## src/aisq_pkg.sv

```systemverilog
// shared types and constants for the stick autorepeat block
package aisq_pkg;

  localparam logic [1:0] MODE_PRESS   = 2'd0;
  localparam logic [1:0] MODE_RELEASE = 2'd1;
  localparam logic [1:0] MODE_STICK   = 2'd2;
  localparam logic [1:0] MODE_POLL    = 2'd3;

  localparam logic [3:0] ACT_NONE  = 4'd0;
  localparam logic [3:0] ACT_UP    = 4'd1;
  localparam logic [3:0] ACT_DOWN  = 4'd2;
  localparam logic [3:0] ACT_LEFT  = 4'd3;
  localparam logic [3:0] ACT_RIGHT = 4'd4;
  localparam logic [3:0] ACT_LAST  = 4'd11;

  localparam logic [1:0] AXIS_VERT  = 2'd0;
  localparam logic [1:0] AXIS_HORIZ = 2'd1;

  localparam logic [1:0] REG_DELAY     = 2'd0;
  localparam logic [1:0] REG_PERIOD    = 2'd1;
  localparam logic [1:0] REG_THRESHOLD = 2'd2;

  localparam logic [15:0] DELAY_RST     = 16'd320;
  localparam logic [15:0] PERIOD_RST    = 16'd90;
  localparam logic [14:0] THRESHOLD_RST = 15'd16000;

  // stick codes, 3-bit two's complement
  localparam logic [2:0] CODE_CENTER = 3'b000;
  localparam logic [2:0] CODE_RIGHT  = 3'b001;
  localparam logic [2:0] CODE_DOWN   = 3'b010;
  localparam logic [2:0] CODE_UP     = 3'b110;
  localparam logic [2:0] CODE_LEFT   = 3'b111;

  typedef struct packed {
    logic [15:0] hold_delay_ms;
    logic [15:0] repeat_period_ms;
    logic [14:0] axis_threshold;
  } cfg_t;

  typedef struct packed {
    logic [1:0]         mode;
    logic [3:0]         action;
    logic               os_repeat;
    logic [1:0]         stick_axis;
    logic signed [15:0] stick_value;
    logic [31:0]        time_ms;
  } ev_t;

  typedef struct packed {
    logic       axis_ok;
    logic       dir_nz;
    logic [2:0] code;
    logic [3:0] act;
  } stick_q_t;

endpackage

```

## src/aisq_stick.sv

```systemverilog
// stick sample quantizer: threshold compare to direction code and action
module aisq_stick import aisq_pkg::*; (
  input  logic [1:0]         stick_axis,
  input  logic signed [15:0] stick_value,
  input  logic [14:0]        threshold,
  output stick_q_t           q
);

  logic signed [16:0] val_ext;
  logic signed [16:0] thr_pos;
  logic signed [16:0] thr_neg;
  logic               vert;
  logic               pos;
  logic               neg;

  always_comb begin
    val_ext = {stick_value[15], stick_value};
    thr_pos = $signed({2'b00, threshold});
    thr_neg = 17'sd0 - thr_pos;
    vert    = (stick_axis == AXIS_VERT);
    pos     = val_ext > thr_pos;
    neg     = val_ext < thr_neg;

    q.axis_ok = (stick_axis == AXIS_VERT) || (stick_axis == AXIS_HORIZ);
    q.dir_nz  = pos || neg;
    if (pos) begin
      q.code = vert ? CODE_DOWN : CODE_RIGHT;
      q.act  = vert ? ACT_DOWN : ACT_RIGHT;
    end else if (neg) begin
      q.code = vert ? CODE_UP : CODE_LEFT;
      q.act  = vert ? ACT_UP : ACT_LEFT;
    end else begin
      q.code = CODE_CENTER;
      q.act  = ACT_NONE;
    end
  end

endmodule

```

## src/aisq_core.sv

```systemverilog
// hold state, timers and per-event result selection
module aisq_core import aisq_pkg::*; (
  input  logic       clk,
  input  logic       rst_n,
  input  logic       advance,
  input  ev_t        ev,
  input  cfg_t       cfg,
  output logic [3:0] res
);

  logic [3:0]  held_action_r, held_action_nxt;
  logic [31:0] held_start_r, held_start_nxt;
  logic [31:0] last_emit_r, last_emit_nxt;
  logic [2:0]  stick_code_r, stick_code_nxt;

  stick_q_t    sq;
  logic [3:0]  act;
  logic        is_dir;
  logic [31:0] since_hold;
  logic [31:0] since_emit;

  aisq_stick u_stick (
    .stick_axis  (ev.stick_axis),
    .stick_value (ev.stick_value),
    .threshold   (cfg.axis_threshold),
    .q           (sq)
  );

  always_comb begin
    act        = (ev.action > ACT_LAST) ? ACT_NONE : ev.action;
    is_dir     = (act >= ACT_UP) && (act <= ACT_RIGHT);
    since_hold = ev.time_ms - held_start_r;
    since_emit = ev.time_ms - last_emit_r;

    held_action_nxt = held_action_r;
    held_start_nxt  = held_start_r;
    last_emit_nxt   = last_emit_r;
    stick_code_nxt  = stick_code_r;
    res             = ACT_NONE;

    unique case (ev.mode)
      MODE_PRESS: begin
        if (!ev.os_repeat) begin
          res = act;
          if (is_dir) begin
            held_action_nxt = act;
            held_start_nxt  = ev.time_ms;
            last_emit_nxt   = ev.time_ms;
          end
        end
      end
      MODE_RELEASE: begin
        if (act == held_action_r) held_action_nxt = ACT_NONE;
      end
      MODE_STICK: begin
        if (sq.axis_ok && (sq.code != stick_code_r)) begin
          stick_code_nxt = sq.code;
          if (!sq.dir_nz) begin
            held_action_nxt = ACT_NONE;
          end else begin
            held_action_nxt = sq.act;
            held_start_nxt  = ev.time_ms;
            last_emit_nxt   = ev.time_ms;
            res             = sq.act;
          end
        end
      end
      MODE_POLL: begin
        if ((held_action_r != ACT_NONE) &&
            (since_hold >= {16'd0, cfg.hold_delay_ms}) &&
            (since_emit >= {16'd0, cfg.repeat_period_ms})) begin
          last_emit_nxt = ev.time_ms;
          res           = held_action_r;
        end
      end
      default: res = ACT_NONE;
    endcase
  end

  always_ff @(posedge clk) begin
    if (!rst_n) begin
      held_action_r <= ACT_NONE;
      held_start_r  <= 32'd0;
      last_emit_r   <= 32'd0;
      stick_code_r  <= CODE_CENTER;
    end else if (advance) begin
      held_action_r <= held_action_nxt;
      held_start_r  <= held_start_nxt;
      last_emit_r   <= last_emit_nxt;
      stick_code_r  <= stick_code_nxt;
    end
  end

endmodule

```

## src/input_autorepeat_stick_quantizer.sv

```systemverilog
// top level: event input register, config registers, result register
//
//  channel | handshake           | payload
//  --------+---------------------+--------------------------------------------
//  in      | in_valid / in_ready | mode, action, os_repeat, stick_axis,
//          |                     | stick_value, time_ms
//  out     | out_valid/out_ready | result_action, one per event
//  cfg     | cfg_we              | cfg_index, cfg_data (no wait, no read-back)
//
// one event per cycle sustained while out_ready is high; an event waits in the
// input register, then its result lands in the output register
// the hold/timer update and result pick are one short compare-and-select pass
// synchronous active-low reset clears both valid flags, hold state and
// config registers to their defaults
// a stalled output holds its result while the input register still takes a
// transfer if it is empty; both stages move together when out_ready is high
module input_autorepeat_stick_quantizer import aisq_pkg::*; (
  input  logic               clk,
  input  logic               rst_n,
  input  logic               in_valid,
  output logic               in_ready,
  input  logic [1:0]         in_mode,
  input  logic [3:0]         in_action,
  input  logic               in_os_repeat,
  input  logic [1:0]         in_stick_axis,
  input  logic signed [15:0] in_stick_value,
  input  logic [31:0]        in_time_ms,
  output logic               out_valid,
  input  logic               out_ready,
  output logic [3:0]         out_result_action,
  input  logic               cfg_we,
  input  logic [1:0]         cfg_index,
  input  logic [15:0]        cfg_data
);

  cfg_t       cfg_r;
  ev_t        ev_r;
  logic       ev_valid_r;
  logic       out_valid_r;
  logic [3:0] out_result_r;
  logic [3:0] res;
  logic       advance;

  // event leaves the input register when the output slot is free or draining
  assign advance  = ev_valid_r && (!out_valid_r || out_ready);
  assign in_ready = !ev_valid_r || advance;

  // configuration registers, unknown indexes are dropped
  always_ff @(posedge clk) begin
    if (!rst_n) begin
      cfg_r.hold_delay_ms    <= DELAY_RST;
      cfg_r.repeat_period_ms <= PERIOD_RST;
      cfg_r.axis_threshold   <= THRESHOLD_RST;
    end else if (cfg_we) begin
      unique case (cfg_index)
        REG_DELAY:     cfg_r.hold_delay_ms    <= cfg_data;
        REG_PERIOD:    cfg_r.repeat_period_ms <= cfg_data;
        REG_THRESHOLD: cfg_r.axis_threshold   <= cfg_data[14:0];
        default:       ;
      endcase
    end
  end

  // input stage
  always_ff @(posedge clk) begin
    if (!rst_n) begin
      ev_valid_r <= 1'b0;
    end else if (in_ready) begin
      ev_valid_r <= in_valid;
    end
  end

  always_ff @(posedge clk) begin
    if (in_valid && in_ready) begin
      ev_r.mode        <= in_mode;
      ev_r.action      <= in_action;
      ev_r.os_repeat   <= in_os_repeat;
      ev_r.stick_axis  <= in_stick_axis;
      ev_r.stick_value <= in_stick_value;
      ev_r.time_ms     <= in_time_ms;
    end
  end

  // state update and result selection
  aisq_core u_core (
    .clk     (clk),
    .rst_n   (rst_n),
    .advance (advance),
    .ev      (ev_r),
    .cfg     (cfg_r),
    .res     (res)
  );

  // result stage
  always_ff @(posedge clk) begin
    if (!rst_n) begin
      out_valid_r <= 1'b0;
    end else if (advance) begin
      out_valid_r <= 1'b1;
    end else if (out_ready) begin
      out_valid_r <= 1'b0;
    end
  end

  always_ff @(posedge clk) begin
    if (advance) out_result_r <= res;
  end

  assign out_valid         = out_valid_r;
  assign out_result_action = out_result_r;

endmodule

```

## config.mk

```make
export PLATFORM = sky130hd
export DESIGN_NAME = input_autorepeat_stick_quantizer
export DESIGN_NICKNAME = d
export VERILOG_FILES = /design/src/aisq_pkg.sv /design/src/aisq_stick.sv /design/src/aisq_core.sv /design/src/input_autorepeat_stick_quantizer.sv
export SDC_FILE = /design/constraint.sdc
export NUM_CORES = 1
export LEC_CHECK = 0
export ABC_AREA = 1
export BUFFER_PORTS_ARGS = -buffer_cell sky130_fd_sc_hd__buf_2
export CELL_PAD_IN_SITES_DETAIL_PLACEMENT = 1
export CELL_PAD_IN_SITES_GLOBAL_PLACEMENT = 1
export CORE_ASPECT_RATIO = 0.7
export CORE_MARGIN = 2
export CORE_UTILIZATION = 45
export CTS_CLUSTER_SIZE = 25
export DETAILED_ROUTE_END_ITERATION = 7
export GPL_TIMING_DRIVEN = 0
export PLACE_DENSITY = 0.77
export SETUP_SLACK_MARGIN = 0.05
export SLEW_MARGIN = 25
export SYNTH_ARGS = -nofsm -noshare
export SYNTH_HDL_FRONTEND = slang
export SYNTH_SLANG_ARGS = --single-unit
```

## constraint.sdc

```tcl
create_clock -name clk -period 4.6 [get_ports clk]
set_clock_uncertainty 0.1 [all_clocks]
set_input_delay 0.46 -clock clk [delete_from_list [all_inputs] [get_ports clk]]
set_output_delay 0.46 -clock clk [all_outputs]
set_load 0.01 [all_outputs]
```

==> impl.org <==
** Global route
- The initial antenna violation count was 3.
- Via count of the first global-routing pass :: roughly 13000
- For this run, the total global-route usage over all layers was measured as approximately 29%.
- The first global-routing pass estimated 70.8 mm of wire.
- Total congestion overflow :: 0
- Entering global routing, the biggest net connects 53 pins.

** Routing
- Dividing the detail-routed via count by the number of cells gives 5.31.
- Once detail routing completed, the nets flagged for antenna violations numbered 0.
- Number of detailed-route iterations in the first pass :: 5
- For this block, the initial DRC count from the detailed router was 713.
- Via Count :: 13100
- After detailed routing, the number of remaining DRC violations is 0.
- Routed wire per std cell :: about 19 um
- Wires add up to 46.3 mm.

** Floorplanning
- In this run the count of I/O pins placed on the die edge is 86.
- Core area :: about 29000 um2
- The die covers 31100 um2.
- Die Width :: 210 um
- The floorplan has 52 rows.
- The die is ~150 um tall.
- Starting utilization of the core area :: 46.0%

** STA
- Final Cycle Share :: around 95%
- Final Max Tran Viols :: 0
- Measured slew at the worst slew-check pin :: 0.809 ns
- Final critical delay including setup and external delays :: 4.35 ns
- RSZ-0062 raised after global routing :: true
- The number of endpoints with negative hold slack in the final report was 0.
- Count of endpoints failing setup in the final report :: 0
- Static timing analysis puts the maximum clock frequency at between 200 and 250 MHz.
- Worst slew margin :: a little under half

** Placement
- In this run the tool buffered the top-level ports with between 80 and 90 buffer cells.
- Area of placed instances :: 14300 um2
- Final weighted congestion in routability-driven placement :: 0.901
- Detail Placement HPWL :: 36.4 mm
- Including well taps, the total number of placed cells is around 2400.

** Worst setup path
- Crit path capture type :: register
- Required arrival time at the worst endpoint :: a little under 5 ns
- Peak fanout along the critical path :: 10
- The critical path is of the register to register type.
- Kind of start point of the critical path :: register
- CP Data Arrival Time :: 4.59 ns

** Logic synthesis
- For this run, the number of Yosys warnings is 0.
- Number of flops mapped to enable cells by yosys :: 61
- Synth Instances :: 1944
- Avg Cell Area, Syn :: 6.86 um2
- Sequential area share after synthesis :: 31.7%
- By area the synthesized netlist is led by sky130_fd_sc_hd__dfxtp_1 (18%), sky130_fd_sc_hd__nand2_1 (15%), sky130_fd_sc_hd__edfxtp_1 (14%).
- Biggest area consumer among synthesized cells :: sky130_fd_sc_hd__dfxtp_1
- Async set or reset register ratio after synthesis :: 0%
- Synth Flop Type :: sky130_fd_sc_hd__dfxtp_1
- Portion of synthesized cell area occupied by the leading cell type :: 18.0%
- In this run the cell area of the synthesized design comes to 13300 um2.
- Post-synthesis cell type count :: 45
- Number of flip-flops and latches in the synthesized netlist :: 181
- Syn nets :: approximately 2200

** Final layout
- Cells fill 53.6% of the core in the end.
- The post-route netlist has 13.2% of its cells at a drive strength greater than 1.
- The library cell used most frequently in the layout, excluding fill and tap cells, is sky130_fd_sc_hd__nand2_1.
- Top library cells by usage in the layout, fill and taps aside :: sky130_fd_sc_hd__nand2_1 (513), sky130_fd_sc_hd__inv_1 (328), sky130_fd_sc_hd__a21oi_1 (175)
- After filler insertion, the fill cell instance count of the layout stands at 3823.
- Compared with the post-synthesis result, the final layout area differs by 16.6%.
- Cell area after layout :: roughly 16000 um2
- After the last flow step, the layout net total stands at 2296.
- Number of standard cells in the layout, taps in and fillers out :: roughly 2500

** Clocking
- CTS tree :: yes
- Buffer cell driving the clock tree root :: sky130_fd_sc_hd__clkbuf_16
- Number of buffers inserted during clock tree synthesis :: 17
- In this run, post-CTS hold repair placed 0 buffers.
- Clock latency at the later pin of the worst-skew pair :: 0.45 ns
- Bufs on Longest Clock Path :: 2
- Clock-pin slew was measured on the worst setup and hold paths at approximately 0.070 ns.
- H-tree levels :: 4
- Clock tree synthesis found a total of 181 sinks.

** Hold path
- Hold Path Class :: input port to register

** Power
- Largest voltage drop on the vdd net :: 0.229 mV
- Summing internal, switching and leakage power gives 4.69 mW.
- Pwr dens :: 301 nW/um2
- Leak :: 7.26 nW

** Job
- Max-cap violations in this run came to 0.

** Status
- The run finished with clean final reports.
==> layer usage <==
metal | track usage [%] | up-vias | share of wire [%]
met2 | 44.8 | 276 | 43
met4 | 7.23 | 0 | 1.6
met5 | 0 | - | 0
met1 | 43.2 | 6314 | 49
li1 | - | 6509 | -
met3 | 4.35 | 50 | 5.8
==> cells by family (layout without fill, tap and decap cells) <==
| kind of cell | after synthesis | in the layout | synth area share (%) |
|---|---|---|---|
| simple gates | 907 | 908 | 29.0 |
| other cells | 0 | 3 | 0 |
| buf+inv | 375 | 523 | 11.2 |
| compound gates | 296 | 296 | 12.0 |
| flops | 181 | 181 | 31.7 |
| fa+ha+maj | 136 | 136 | 12.9 |
| xor+xnor | 49 | 49 | 3.22 |
==> sequential cells by signal (all words and copies together), names as in the netlist <==
signal                flops
cfg_r                    47
ev_r                     57
ev_valid_r                1
out_result_action         4
out_valid                 1
u_core.held_action_r      4
u_core.held_start_r      32
u_core.last_emit_r       32
u_core.stick_code_r       3
==> repair_timing <==
item / CTS / global route
pin swaps: 1 / 21
gates cloned: 0 / 2
gates resized for setup: 10 / 97
endpoints found under the hold margin: 0 / 0
setup endpoints to repair: 71 / 74
setup buffers: 2 / 27
==> synthesized netlist by cell type (2+ instances only) <==
cell type and n:
sky130_fd_sc_hd__nand2_1 523, sky130_fd_sc_hd__inv_1 334, sky130_fd_sc_hd__a21oi_1 190, sky130_fd_sc_hd__nor2_1 156, sky130_fd_sc_hd__ha_1 134, sky130_fd_sc_hd__nand3_1 134, sky130_fd_sc_hd__dfxtp_1 120, sky130_fd_sc_hd__edfxtp_1 61
sky130_fd_sc_hd__o21ai_0 60, sky130_fd_sc_hd__xor2_1 46, sky130_fd_sc_hd__nor3_1 27, sky130_fd_sc_hd__clkbuf_1 18, sky130_fd_sc_hd__nand2_2 13, sky130_fd_sc_hd__nand4_1 12, sky130_fd_sc_hd__o211ai_1 12, sky130_fd_sc_hd__nand3_2 11
sky130_fd_sc_hd__nand3b_1 11, sky130_fd_sc_hd__o21bai_1 11, sky130_fd_sc_hd__buf_2 10, sky130_fd_sc_hd__buf_6 10, sky130_fd_sc_hd__nor2_2 8, sky130_fd_sc_hd__o21a_1 6, sky130_fd_sc_hd__a21o_1 5, sky130_fd_sc_hd__a211oi_1 3
sky130_fd_sc_hd__xnor2_1 3, sky130_fd_sc_hd__a21oi_2 2, sky130_fd_sc_hd__fa_1 2, sky130_fd_sc_hd__nand4_2 2, sky130_fd_sc_hd__nor2_4 2, sky130_fd_sc_hd__nor3_2 2, sky130_fd_sc_hd__nor4_1 2
==> power by group <==
part / leakage [nW] / total (mW) / internal (mW) / switching (mW)
logic: 5.41 / 1.37 / 0.499 / 0.874
registers: 1.57 / 1.81 / 1.74 / 0.0718
clock network: 0.280 / 1.51 / 0.831 / 0.675
total: 7.26 / 4.69 / 3.07 / 1.62
==> worst max-delay path: stages (launching register included) <==
cell and delay (ns):
sky130_fd_sc_hd__edfxtp_1 0.54, sky130_fd_sc_hd__ha_2 0.47, sky130_fd_sc_hd__nand2_1 0.12, sky130_fd_sc_hd__o21ai_1 0.20
sky130_fd_sc_hd__inv_1 0.06, sky130_fd_sc_hd__nand2_1 0.14, sky130_fd_sc_hd__xor2_1 0.19, sky130_fd_sc_hd__ha_1 0.28
sky130_fd_sc_hd__a21oi_1 0.18, sky130_fd_sc_hd__nor3_1 0.06, sky130_fd_sc_hd__nor3_1 0.14, sky130_fd_sc_hd__nand2_1 0.08
sky130_fd_sc_hd__nand2_1 0.10, sky130_fd_sc_hd__nand3_1 0.11, sky130_fd_sc_hd__nor2_1 0.15, sky130_fd_sc_hd__nand3_1 0.13
sky130_fd_sc_hd__nor2_2 0.17, sky130_fd_sc_hd__nand3_4 0.18, sky130_fd_sc_hd__nand3_4 0.24, sky130_fd_sc_hd__nand2_8 0.13
sky130_fd_sc_hd__buf_8 0.22, sky130_fd_sc_hd__a21oi_1 0.18, sky130_fd_sc_hd__nor2_1 0.07
==> final timing paths <==
| check | start | endpoint | slack, ns | cells after the start |
|---|---|---|---|---|
| max | ev_r[7] | u_core.last_emit_r[31] | 0.25 | 22 |
| min | in_stick_value[7] | ev_r[39] | 0.08 | 1 |
| max reg2reg | ev_r[7] | u_core.last_emit_r[31] | 0.25 | 22 |
| min reg2reg | cfg_r[28] | cfg_r[28] | 0.37 | 2 |
==> per-stage QoR <==
step	setup TNS, ns	hold slack, ns	worst slack, ns
floorplan	0	0.335	0.858
global placement	-4.69	0.346	-0.119
detailed placement	-16.57	0.354	-0.364
CTS	0	0.0706	0.0612
global route	-0.0533	0.0704	-0.0319
finish	0	0.0814	0.250
==> cell type report <==
cell class | count | area, um2 | share of cell area, %
antenna | 3 | 7.51 | 0.0483
buffer | 40 | 284 | 1.83
clock buffer | 21 | 460 | 2.96
clock inverter | 11 | 123 | 0.788
inverter | 335 | 1260 | 8.13
multi-input combinational | 1389 | 8000 | 51.4
sequential | 181 | 4240 | 27.2
tap | 378 | 473 | 3.04
timing repair buffer | 116 | 708 | 4.55
Note: power is estimated with default switching activity, not from simulation.
